[config.mk]
export PLATFORM = sky130hd
export DESIGN_NAME = biquad_peaking_eq_filter_core
export DESIGN_NICKNAME = d
export VERILOG_FILES = /design/src/rtl/bqeq_pkg.sv /design/src/rtl/bqeq_ram.sv /design/src/rtl/bqeq_datapath.sv /design/src/rtl/biquad_peaking_eq_filter_core.sv
export VERILOG_INCLUDE_DIRS = /design/src /design/src/rtl
export SDC_FILE = /design/constraint.sdc
export NUM_CORES = 2
export LEC_CHECK = 0
export BUFFER_PORTS_ARGS = -buffer_cell sky130_fd_sc_hd__clkbuf_2
export CAP_MARGIN = 10
export CORE_ASPECT_RATIO = 2
export CORE_MARGIN = 10
export CORE_UTILIZATION = 60
export DETAILED_ROUTE_END_ITERATION = 6
export MAX_ROUTING_LAYER = met4
export PLACE_DENSITY_LB_ADDON = 0.05
export SLEW_MARGIN = 0
export SYNTH_ARGS = -nofsm -noshare
export SYNTH_HDL_FRONTEND = slang
export SYNTH_SLANG_ARGS = --single-unit
[constraint.sdc]
create_clock -name clk -period 35.5 [get_ports clk]
set_input_delay 3.55 -clock clk [delete_from_list [all_inputs] [get_ports clk]]
set_output_delay 3.55 -clock clk [all_outputs]
set_load 0.01 [all_outputs]
[src/rtl/assert_macros.svh]
// ---------------------------------------------------------------------------
// assertion macros
// shared concurrent assertion forms, clocked on clk and disabled in reset
// ---------------------------------------------------------------------------
`ifndef ASSERT_MACROS_SVH
`define ASSERT_MACROS_SVH

// same-cycle implication
`define ASSERT_IMPLIES(label, ante, cons, msg) \
    label: assert property (@(posedge clk) disable iff (!rst_n) (ante) |-> (cons)) \
        else $error(msg);

// next-cycle implication
`define ASSERT_NEXT(label, ante, cons, msg) \
    label: assert property (@(posedge clk) disable iff (!rst_n) (ante) |=> (cons)) \
        else $error(msg);

`endif

[src/rtl/bqeq_pkg.sv]
// ---------------------------------------------------------------------------
// bqeq_pkg
// shared constants, register indexes and datapath control for the biquad
// ---------------------------------------------------------------------------
package bqeq_pkg;

    localparam int COEF_BITS  = 32;
    localparam int STATE_BITS = 48;
    localparam int NUM_COEFS  = 5;
    localparam int REG_IDX_W  = 3;

    // coefficient register indexes
    localparam logic [REG_IDX_W-1:0] REG_B0 = 3'd0;
    localparam logic [REG_IDX_W-1:0] REG_B1 = 3'd1;
    localparam logic [REG_IDX_W-1:0] REG_B2 = 3'd2;
    localparam logic [REG_IDX_W-1:0] REG_A1 = 3'd3;
    localparam logic [REG_IDX_W-1:0] REG_A2 = 3'd4;

    // per-step controls from the sequencer to the datapath
    typedef struct packed {
        logic ld_z;     // capture delay states, clear clip flag
        logic acc_z1;   // b0*x + z1
        logic do_y;     // round, shift, saturate output
        logic ld_u;     // hold b2*x
        logic sub_t;    // b1*x - a1*y
        logic do_n1;    // new z1, and b2*x - a2*y
        logic mul_y;    // multiplier takes y instead of x
    } dp_ctrl_t;

endpackage

[src/rtl/bqeq_ram.sv]
// ---------------------------------------------------------------------------
// bqeq_ram
// generic single-write, single-read ram with registered read data
// ---------------------------------------------------------------------------
module bqeq_ram #(
    parameter int WIDTH = 96,
    parameter int DEPTH = 2,
    localparam int ADDR_W = (DEPTH > 1) ? $clog2(DEPTH) : 1
) (
    input  logic              clk,
    input  logic              we,
    input  logic [ADDR_W-1:0] waddr,
    input  logic [WIDTH-1:0]  wdata,
    input  logic              re,
    input  logic [ADDR_W-1:0] raddr,
    output logic [WIDTH-1:0]  rdata
);

    logic [WIDTH-1:0] mem [DEPTH];

    always_ff @(posedge clk)
    begin
        if (we)
        begin
            mem[waddr] <= wdata;
        end
        if (re)
        begin
            rdata <= mem[raddr];
        end
    end

endmodule

[src/rtl/bqeq_datapath.sv]
// ---------------------------------------------------------------------------
// bqeq_datapath
// shared multiplier and accumulators for one transposed direct form ii step
// ---------------------------------------------------------------------------
module bqeq_datapath #(
    parameter int SAMPLE_BITS    = 24,
    parameter int COEF_FRAC_BITS = 22
) (
    input  logic                                     clk,
    input  bqeq_pkg::dp_ctrl_t                       ctrl,
    input  logic signed [bqeq_pkg::COEF_BITS-1:0]    coef_op,
    input  logic signed [SAMPLE_BITS-1:0]            x,
    input  logic signed [bqeq_pkg::STATE_BITS-1:0]   z1_in,
    input  logic signed [bqeq_pkg::STATE_BITS-1:0]   z2_in,
    output logic signed [SAMPLE_BITS-1:0]            y,
    output logic signed [bqeq_pkg::STATE_BITS-1:0]   n1,
    output logic signed [bqeq_pkg::STATE_BITS-1:0]   n2,
    output logic                                     clip
);

    import bqeq_pkg::*;

    localparam int PROD_W = SAMPLE_BITS + COEF_BITS;
    localparam int AW     = PROD_W + 3;

    localparam logic signed [AW-1:0] ONE = AW'(1);
    // sums are bounded to 64-bit signed; only matters for wide samples
    localparam logic signed [AW-1:0] SAT_HI = (AW > 64) ? ((ONE <<< 63) - ONE)
                                                         : ~(ONE <<< (AW - 1));
    localparam logic signed [AW-1:0] SAT_LO = ~SAT_HI;
    localparam logic signed [AW-1:0] STA_HI = (ONE <<< (STATE_BITS - 1)) - ONE;
    localparam logic signed [AW-1:0] STA_LO = ~STA_HI;
    localparam logic signed [AW-1:0] Y_HI   = (ONE <<< (SAMPLE_BITS - 1)) - ONE;
    localparam logic signed [AW-1:0] Y_LO   = ~Y_HI;
    localparam logic signed [AW-1:0] RND    = ONE <<< (COEF_FRAC_BITS - 1);

    function automatic logic signed [AW-1:0] sat64(input logic signed [AW-1:0] v);
        logic signed [AW-1:0] r;
        if (v > SAT_HI)
            r = SAT_HI;
        else if (v < SAT_LO)
            r = SAT_LO;
        else
            r = v;
        return r;
    endfunction

    logic signed [PROD_W-1:0]      prod_reg;
    logic signed [STATE_BITS-1:0]  z1_reg;
    logic signed [STATE_BITS-1:0]  z2_reg;
    logic signed [AW-1:0]          acc_reg;
    logic signed [AW-1:0]          t_reg;
    logic signed [AW-1:0]          u_reg;
    logic signed [SAMPLE_BITS-1:0] y_reg;
    logic signed [STATE_BITS-1:0]  n1_reg;
    logic                          hit_reg;

    logic signed [SAMPLE_BITS-1:0] mul_b;
    logic signed [AW-1:0]          prod_ext;
    logic signed [AW-1:0]          acc_sum;
    logic signed [AW-1:0]          rnd_sum;
    logic signed [AW-1:0]          y_wide;
    logic signed [AW-1:0]          y_clamp;
    logic                          y_hit;
    logic signed [AW-1:0]          t_sub;
    logic signed [AW-1:0]          t_z2;
    logic signed [AW-1:0]          n1_clamp;
    logic                          n1_hit;
    logic signed [AW-1:0]          u_sub;
    logic signed [AW-1:0]          n2_clamp;
    logic                          n2_hit;

    assign mul_b    = ctrl.mul_y ? y_reg : x;
    assign prod_ext = AW'(prod_reg);

    always_comb
    begin
        acc_sum = sat64(prod_ext + AW'(z1_reg));
        rnd_sum = sat64(acc_reg + RND);
        y_wide  = rnd_sum >>> COEF_FRAC_BITS;
        y_hit   = (y_wide > Y_HI) || (y_wide < Y_LO);
        if (y_wide > Y_HI)
            y_clamp = Y_HI;
        else if (y_wide < Y_LO)
            y_clamp = Y_LO;
        else
            y_clamp = y_wide;

        t_sub  = sat64(t_reg - prod_ext);
        t_z2   = sat64(t_reg + AW'(z2_reg));
        n1_hit = (t_z2 > STA_HI) || (t_z2 < STA_LO);
        if (t_z2 > STA_HI)
            n1_clamp = STA_HI;
        else if (t_z2 < STA_LO)
            n1_clamp = STA_LO;
        else
            n1_clamp = t_z2;

        u_sub  = sat64(u_reg - prod_ext);
        n2_hit = (u_reg > STA_HI) || (u_reg < STA_LO);
        if (u_reg > STA_HI)
            n2_clamp = STA_HI;
        else if (u_reg < STA_LO)
            n2_clamp = STA_LO;
        else
            n2_clamp = u_reg;
    end

    always_ff @(posedge clk)
    begin
        prod_reg <= PROD_W'(coef_op) * PROD_W'(mul_b);
        if (ctrl.ld_z)
        begin
            z1_reg  <= z1_in;
            z2_reg  <= z2_in;
            hit_reg <= 1'b0;
        end
        if (ctrl.acc_z1)
        begin
            acc_reg <= acc_sum;
        end
        if (ctrl.do_y)
        begin
            y_reg   <= y_clamp[SAMPLE_BITS-1:0];
            hit_reg <= hit_reg | y_hit;
            t_reg   <= prod_ext;
        end
        if (ctrl.ld_u)
        begin
            u_reg <= prod_ext;
        end
        if (ctrl.sub_t)
        begin
            t_reg <= t_sub;
        end
        if (ctrl.do_n1)
        begin
            n1_reg  <= n1_clamp[STATE_BITS-1:0];
            hit_reg <= hit_reg | n1_hit;
            u_reg   <= u_sub;
        end
    end

    assign y    = y_reg;
    assign n1   = n1_reg;
    assign n2   = n2_clamp[STATE_BITS-1:0];
    assign clip = hit_reg | n2_hit;

endmodule

[src/rtl/biquad_peaking_eq_filter_core.sv]
// ---------------------------------------------------------------------------
// biquad_peaking_eq_filter_core
// second-order iir section, transposed direct form ii, per-channel state
// ---------------------------------------------------------------------------
//  port group   dir   contents
//  s_*          in    request: sample, channel (tuser), end of block (tlast)
//  m_*          out   request: filtered sample, channel + clip (tuser), tlast
//  cfg_*        in    coefficient write: b0 b1 b2 a1 a2 at index 0..4
//
//  a sample is taken only in idle, so a new sample waits until the previous one
//  has reached the output register. the path to it is one state memory read,
//  five products through a single shared multiplier, then the state write-back,
//  done with the output load. a stalled output holds the last step until the
//  output register frees. reset loads pass-through coefficients and zeroes
//  every channel's state through per-channel valid bits; any coefficient write too
// ---------------------------------------------------------------------------
`include "assert_macros.svh"

module biquad_peaking_eq_filter_core #(
    parameter int CHANNELS       = 2,
    parameter int SAMPLE_BITS    = 24,
    parameter int COEF_FRAC_BITS = 22,
    localparam int TDATA_W = ((SAMPLE_BITS + 7) / 8) * 8
) (
    input  logic                               clk,
    input  logic                               rst_n,
    // input stream
    input  logic                               s_tvalid,
    output logic                               s_tready,
    input  logic [TDATA_W-1:0]                 s_tdata,   // sample_in
    input  logic                               s_tuser,   // channel_in
    input  logic                               s_tlast,   // last_in
    // output stream
    output logic                               m_tvalid,
    input  logic                               m_tready,
    output logic [TDATA_W-1:0]                 m_tdata,   // sample_out
    output logic [1:0]                         m_tuser,   // channel_out, clipped
    output logic                               m_tlast,   // last_out
    // coefficient writes
    input  logic                               cfg_we,
    input  logic [bqeq_pkg::REG_IDX_W-1:0]     cfg_index,
    input  logic [bqeq_pkg::COEF_BITS-1:0]     cfg_wdata
);

    import bqeq_pkg::*;

    localparam int CH_AW  = (CHANNELS > 1) ? $clog2(CHANNELS) : 1;
    localparam int WORD_W = 2 * STATE_BITS;

    // sequencer steps
    localparam logic [2:0] ST_IDLE = 3'd0;  // wait for a sample
    localparam logic [2:0] ST_RD   = 3'd1;  // state word arrives, b0*x
    localparam logic [2:0] ST_B0   = 3'd2;  // acc = b0*x + z1, b1*x
    localparam logic [2:0] ST_Y    = 3'd3;  // y, b2*x
    localparam logic [2:0] ST_A1   = 3'd4;  // a1*y
    localparam logic [2:0] ST_T1   = 3'd5;  // b1*x - a1*y, a2*y
    localparam logic [2:0] ST_N1   = 3'd6;  // new z1, b2*x - a2*y
    localparam logic [2:0] ST_N2   = 3'd7;  // new z2, write back, result out

    logic [2:0]                    state_reg;
    logic [2:0]                    state_next;

    logic signed [COEF_BITS-1:0]   coef_reg [NUM_COEFS];
    logic [CHANNELS-1:0]           valid_reg;

    // latched request
    logic signed [SAMPLE_BITS-1:0] x_reg;
    logic                          ch_reg;
    logic                          last_reg;
    logic [CH_AW-1:0]              ch_idx_reg;

    // output register
    logic                          out_valid_reg;
    logic signed [SAMPLE_BITS-1:0] out_sample_reg;
    logic                          out_ch_reg;
    logic                          out_last_reg;
    logic                          out_clip_reg;

    logic                          accept;
    logic                          cfg_hit;
    logic                          out_load;
    logic [CH_AW-1:0]              in_ch_idx;
    logic [WORD_W-1:0]             mem_rdata;
    logic [WORD_W-1:0]             z_word;
    logic signed [COEF_BITS-1:0]   coef_op;
    dp_ctrl_t                      dp_ctrl;

    logic signed [SAMPLE_BITS-1:0] dp_y;
    logic signed [STATE_BITS-1:0]  dp_n1;
    logic signed [STATE_BITS-1:0]  dp_n2;
    logic                          dp_clip;

    assign s_tready  = (state_reg == ST_IDLE);
    assign accept    = s_tvalid && s_tready;
    assign cfg_hit   = cfg_we && (cfg_index < REG_IDX_W'(NUM_COEFS));
    // last step finishes only when the output slot is free
    assign out_load  = (state_reg == ST_N2) && (!out_valid_reg || m_tready);
    // channel index is the one-bit tuser; a single channel always uses index zero
    assign in_ch_idx = (CHANNELS > 1) ? CH_AW'(s_tuser) : '0;

    // sequencer
    always_comb
    begin
        state_next = state_reg;
        unique case (state_reg)
            ST_IDLE: if (accept) state_next = ST_RD;
            ST_RD:   state_next = ST_B0;
            ST_B0:   state_next = ST_Y;
            ST_Y:    state_next = ST_A1;
            ST_A1:   state_next = ST_T1;
            ST_T1:   state_next = ST_N1;
            ST_N1:   state_next = ST_N2;
            ST_N2:   if (out_load) state_next = ST_IDLE;
            default: state_next = ST_IDLE;
        endcase
    end

    // multiplier operand and datapath controls per step
    always_comb
    begin
        dp_ctrl = '0;
        coef_op = '0;
        unique case (state_reg)
            ST_RD:
            begin
                dp_ctrl.ld_z = 1'b1;
                coef_op      = coef_reg[REG_B0];
            end
            ST_B0:
            begin
                dp_ctrl.acc_z1 = 1'b1;
                coef_op        = coef_reg[REG_B1];
            end
            ST_Y:
            begin
                dp_ctrl.do_y = 1'b1;
                coef_op      = coef_reg[REG_B2];
            end
            ST_A1:
            begin
                dp_ctrl.ld_u  = 1'b1;
                dp_ctrl.mul_y = 1'b1;
                coef_op       = coef_reg[REG_A1];
            end
            ST_T1:
            begin
                dp_ctrl.sub_t = 1'b1;
                dp_ctrl.mul_y = 1'b1;
                coef_op       = coef_reg[REG_A2];
            end
            ST_N1:
            begin
                dp_ctrl.do_n1 = 1'b1;
            end
            ST_IDLE, ST_N2:
            begin
                dp_ctrl = '0;
            end
            default:
            begin
                dp_ctrl = '0;
            end
        endcase
    end

    always_ff @(posedge clk or negedge rst_n)
    begin
        if (!rst_n)
        begin
            state_reg        <= ST_IDLE;
            out_valid_reg    <= 1'b0;
            valid_reg        <= '0;
            coef_reg[REG_B0] <= COEF_BITS'(1) << COEF_FRAC_BITS;
            coef_reg[REG_B1] <= '0;
            coef_reg[REG_B2] <= '0;
            coef_reg[REG_A1] <= '0;
            coef_reg[REG_A2] <= '0;
        end
        else
        begin
            state_reg <= state_next;

            if (out_load)
                out_valid_reg <= 1'b1;
            else if (m_tready)
                out_valid_reg <= 1'b0;

            // a coefficient write zeroes every channel's delay states
            if (cfg_hit)
            begin
                coef_reg[cfg_index] <= cfg_wdata;
                valid_reg           <= '0;
            end
            else if (out_load)
            begin
                valid_reg[ch_idx_reg] <= 1'b1;
            end
        end
    end

    // payload registers
    always_ff @(posedge clk)
    begin
        if (accept)
        begin
            x_reg      <= s_tdata[SAMPLE_BITS-1:0];
            ch_reg     <= s_tuser;
            last_reg   <= s_tlast;
            ch_idx_reg <= in_ch_idx;
        end
        if (out_load)
        begin
            out_sample_reg <= dp_y;
            out_ch_reg     <= ch_reg;
            out_last_reg   <= last_reg;
            out_clip_reg   <= dp_clip;
        end
    end

    // delay states {z2, z1} per channel, read at acceptance
    bqeq_ram #(
        .WIDTH (WORD_W),
        .DEPTH (CHANNELS)
    ) u_state_ram (
        .clk   (clk),
        .we    (out_load),
        .waddr (ch_idx_reg),
        .wdata ({dp_n2, dp_n1}),
        .re    (accept),
        .raddr (in_ch_idx),
        .rdata (mem_rdata)
    );

    // a channel not written since the last clear reads as zero
    assign z_word = valid_reg[ch_idx_reg] ? mem_rdata : '0;

    bqeq_datapath #(
        .SAMPLE_BITS    (SAMPLE_BITS),
        .COEF_FRAC_BITS (COEF_FRAC_BITS)
    ) u_datapath (
        .clk     (clk),
        .ctrl    (dp_ctrl),
        .coef_op (coef_op),
        .x       (x_reg),
        .z1_in   ($signed(z_word[STATE_BITS-1:0])),
        .z2_in   ($signed(z_word[WORD_W-1:STATE_BITS])),
        .y       (dp_y),
        .n1      (dp_n1),
        .n2      (dp_n2),
        .clip    (dp_clip)
    );

    assign m_tvalid = out_valid_reg;
    assign m_tdata  = TDATA_W'($unsigned(out_sample_reg));
    assign m_tuser  = {out_clip_reg, out_ch_reg};
    assign m_tlast  = out_last_reg;

    `ASSERT_NEXT(a_cfg_clears_state, cfg_hit, valid_reg == '0, "delay states not cleared after coefficient write")
    `ASSERT_NEXT(a_accept_starts_read, accept, state_reg == ST_RD, "accepted sample did not start a state read")
    `ASSERT_IMPLIES(a_no_result_overwrite, out_load, !(out_valid_reg && !m_tready), "pending result overwritten")

endmodule

==> summary.md <==
| Metric | Value |
|---|---|
| Syn_area_per_cell | between 10 and 15 um2 |
| Layout fillers | 9803 |
| Post-synth ARST share | 18.7% |
| Max Buffers Root-to-Sink | 3 |
| CP peak stage delay | 1.05 ns |
| Post-synth top area cell | edfxtp_1 |
| Pin count of the biggest net entering global routing | 145 |
| Hold Fails Final Rpt | 0 |
| 1st-iter DRT viols | 3657 |
| Worst-Margin Slew | 1.39 ns |
| Sequential area share after synthesis | a little over a third |
| Die Height | 511 um |
| Register area | 25200 um2 |
| Run status | finished clean |
| #FFs+latches synth | 887 |
| Initial antenna violation count | 6 |
| Wirelength per Cell | ~26 um |
| Max reg flops | 192 |
| RSZ-0062 raised after global routing | false |
| Final setup margin | roughly 24 ns |
| Post-DP HPWL | 173 mm |
| Hold depth | 0 |
| Slew Limit Fails | 0 |
| FMAX | 89.5 MHz |
| Main synth FF type | edfxtp_1 |
| TritonCTS clock tree | built |
| Vias in the first global route | 56690 |
| Slowest stage cell, crit path | a221oi_1 |
| Type of the worst setup path | flop to flop |
| Clk_skew | 0.0600 ns |
| Placed cell area | 74800 um2 |
| Residual DRC | 0 |
| Tcrit/Tclk final | 31.5% |
| Most frequent cells after synthesis | inv_1 (976), nand2_1 (844), fa_1 (787), edfxtp_1 (665), nor2_1 (475) |
| R2R cell count | 30 |
| Slew headroom | about 5.7% |
| DRT Pass-1 Iters | 5 |
| Crit path launch type | flop |
| Placer's final routability congestion estimate | 1.07 |
| CP max FO | 58 |
| Clk pin slew, worst setup/hold paths | 0.07 ns |
| Dpl ws | ~24 ns |
| Die X | 265 um |
| Die area | 136000 um2 |
| Final net count | 8171 |
| Multi-input logic area | 42600 um2 |
| Top area cells in the synthesized netlist | edfxtp_1 (28%), fa_1 (22%), ha_1 (6.6%) |
| GRT overflow | 0 |
| Core area | roughly 120000 um2 |
| Max-Cap Viols | 0 |
| Number of gates resized after cts | 0 |
| Post-synth EDFFs | around 670 |
| Synth-to-Final Area Change | 7.68% |
| Top-count cell post-synth | inv_1 |
| Data arrival, critical path | 11.71 ns |
| Mapped Nets | just over 8000 |
| Yosys top cell area share | 27.6% |
| CTS H-tree depth | 3 |
| Count of different cell masters after synthesis | 93 |
| Setup Fix Bufs, Post-CTS | 0 |
| Sink Count | 887 |
| Fin util | 64.8% |
| Tmin final | 11.18 ns |
| Latest clock arrival within the worst-skew pair | ~0.73 ns |
| Remaining antenna violation count after routing | 0 |
| Total vias in the final route | 52633 |
| Cell repeated most along the worst path | fa_1 |
| Drt total wl | about 230 mm |
| Final setup TNS | 0 ns |
| Starting Density | 60.2% |
| Setup crit end kind | flop |
| Synth Cell Area | between 70000 and 80000 um2 |
| Total CTS buffers | 85 |
| Port bufs | 94 |
| Synth Instances | 6918 |
| Worst Hold Class | flop to flop |
| Root Driver | clkbuf_16 |
| Vias/cell | 6.15 |
| Io pins | 95 |
| Gr usage total | 35.0% |
| Layout cells sized above 1 | 9.78% |
| First-pass GRT wire length | 343 mm |
| Ys Warns | 0 |
| Hold_buf cts | 0 |
| Row cnt | 180 |
| WP data required | 36.03 ns |
| Final setup vio count | 0 |
| Design area | ~78000 um2 |
-- per-stage QoR --
stage,cells,hold slack (ns)
after floorplan,6918,0.400
after global placement,8395,0.418
after detailed placement,8395,0.414
after CTS,8551,0.442
after global routing,8555,0.449
final,8555,0.442
-- path summary, 6_finish.rpt --
check | startpoint | endpoint | slack (ns)
setup / recovery | state_reg[1] | u_datapath.prod_reg[55] | 24.32
hold / removal | u_datapath.n1[3] | u_state_ram.mem[0][3] | 0.44
setup reg to reg | state_reg[1] | u_datapath.prod_reg[55] | 24.32
hold reg to reg | u_datapath.n1[3] | u_state_ram.mem[0][3] | 0.44
max in group asynchronous | rst_n | state_reg[0] | 31.30
min in group asynchronous | rst_n | valid_reg[0] | 2.75
-- critical path: cells and delay by family (launching register included) --
family / cells / cell delay, ns
xor gates and xnor gates: 1 / 0.08
and+or+nand+nor: 7 / 1.46
buffers and inverters: 7 / 1.39
AOI/OAI and AO/OA: 7 / 3.13
DFF: 1 / 0.67
adders and majority gates: 8 / 4.17
-- cells by family (layout without fill, tap and decap cells) --
family                   Yosys count  in the layout  synth area share, %
XOR/XNOR                         278            278                 3.37
buffers and inverters           1250           1337                 6.55
flip-flops                       887            887                 34.9
other                              0              3                    0
AO/OA/AOI/OAI                   1202           1202                 10.9
AND/OR/NAND/NOR                 1818           1818                 11.1
adder cells (fa/ha/maj)         1169           1169                 28.4
multiplexers                     314            314                 4.79
-- placed cells by master, fill, tap and decap left out, types with 30 or more instances in the layout --
master     Yosys  final
and3_1        38     38
fa_1         787    787
edfxtp_1     665    665
a21o_1       190    190
nor2b_1      125    125
a31oi_1       32     30
nor2_1       475    469
o21a_1       101    101
mux2i_1       57     39
nand2_1      844    841
buf_4          6    109
o21ai_0      290    290
a21oi_1      268    267
nand4_1       56     56
mux2_2       257    257
clkbuf_16      0     87
xor2_1       121    121
xnor2_1      157    157
nor3_1        56     51
dfxtp_1       56     56
nand3_1       67     67
dfrtp_1      165    164
and2_1        33     31
ha_1         382    382
clkbuf_2       1     92
nand2b_1      48     47
inv_1        976    976
o21bai_1      39     39
a221o_1       39     39
-- metal layers --
metal,wire [um],global-route usage [%],vias up
li1,-,-,23158
met4,21500,27.7,0
met1,75400,35.2,26665
met3,12100,4.97,829
met2,117000,60.4,1981
met5,0,-,-
-- final cells by class --
class	instances	share of cell area (%)
inverter	977	4.71
clock buffer	98	2.90
clock inverter	58	1.00
antenna	3	0.00964
timing repair buffer	204	1.70
tap	1547	2.49
multi-input combinational	4781	54.8
sequential	887	32.4
Power is not shown: default switching activity piles up to over one toggle a cycle in this logic, so the estimate is an artifact.
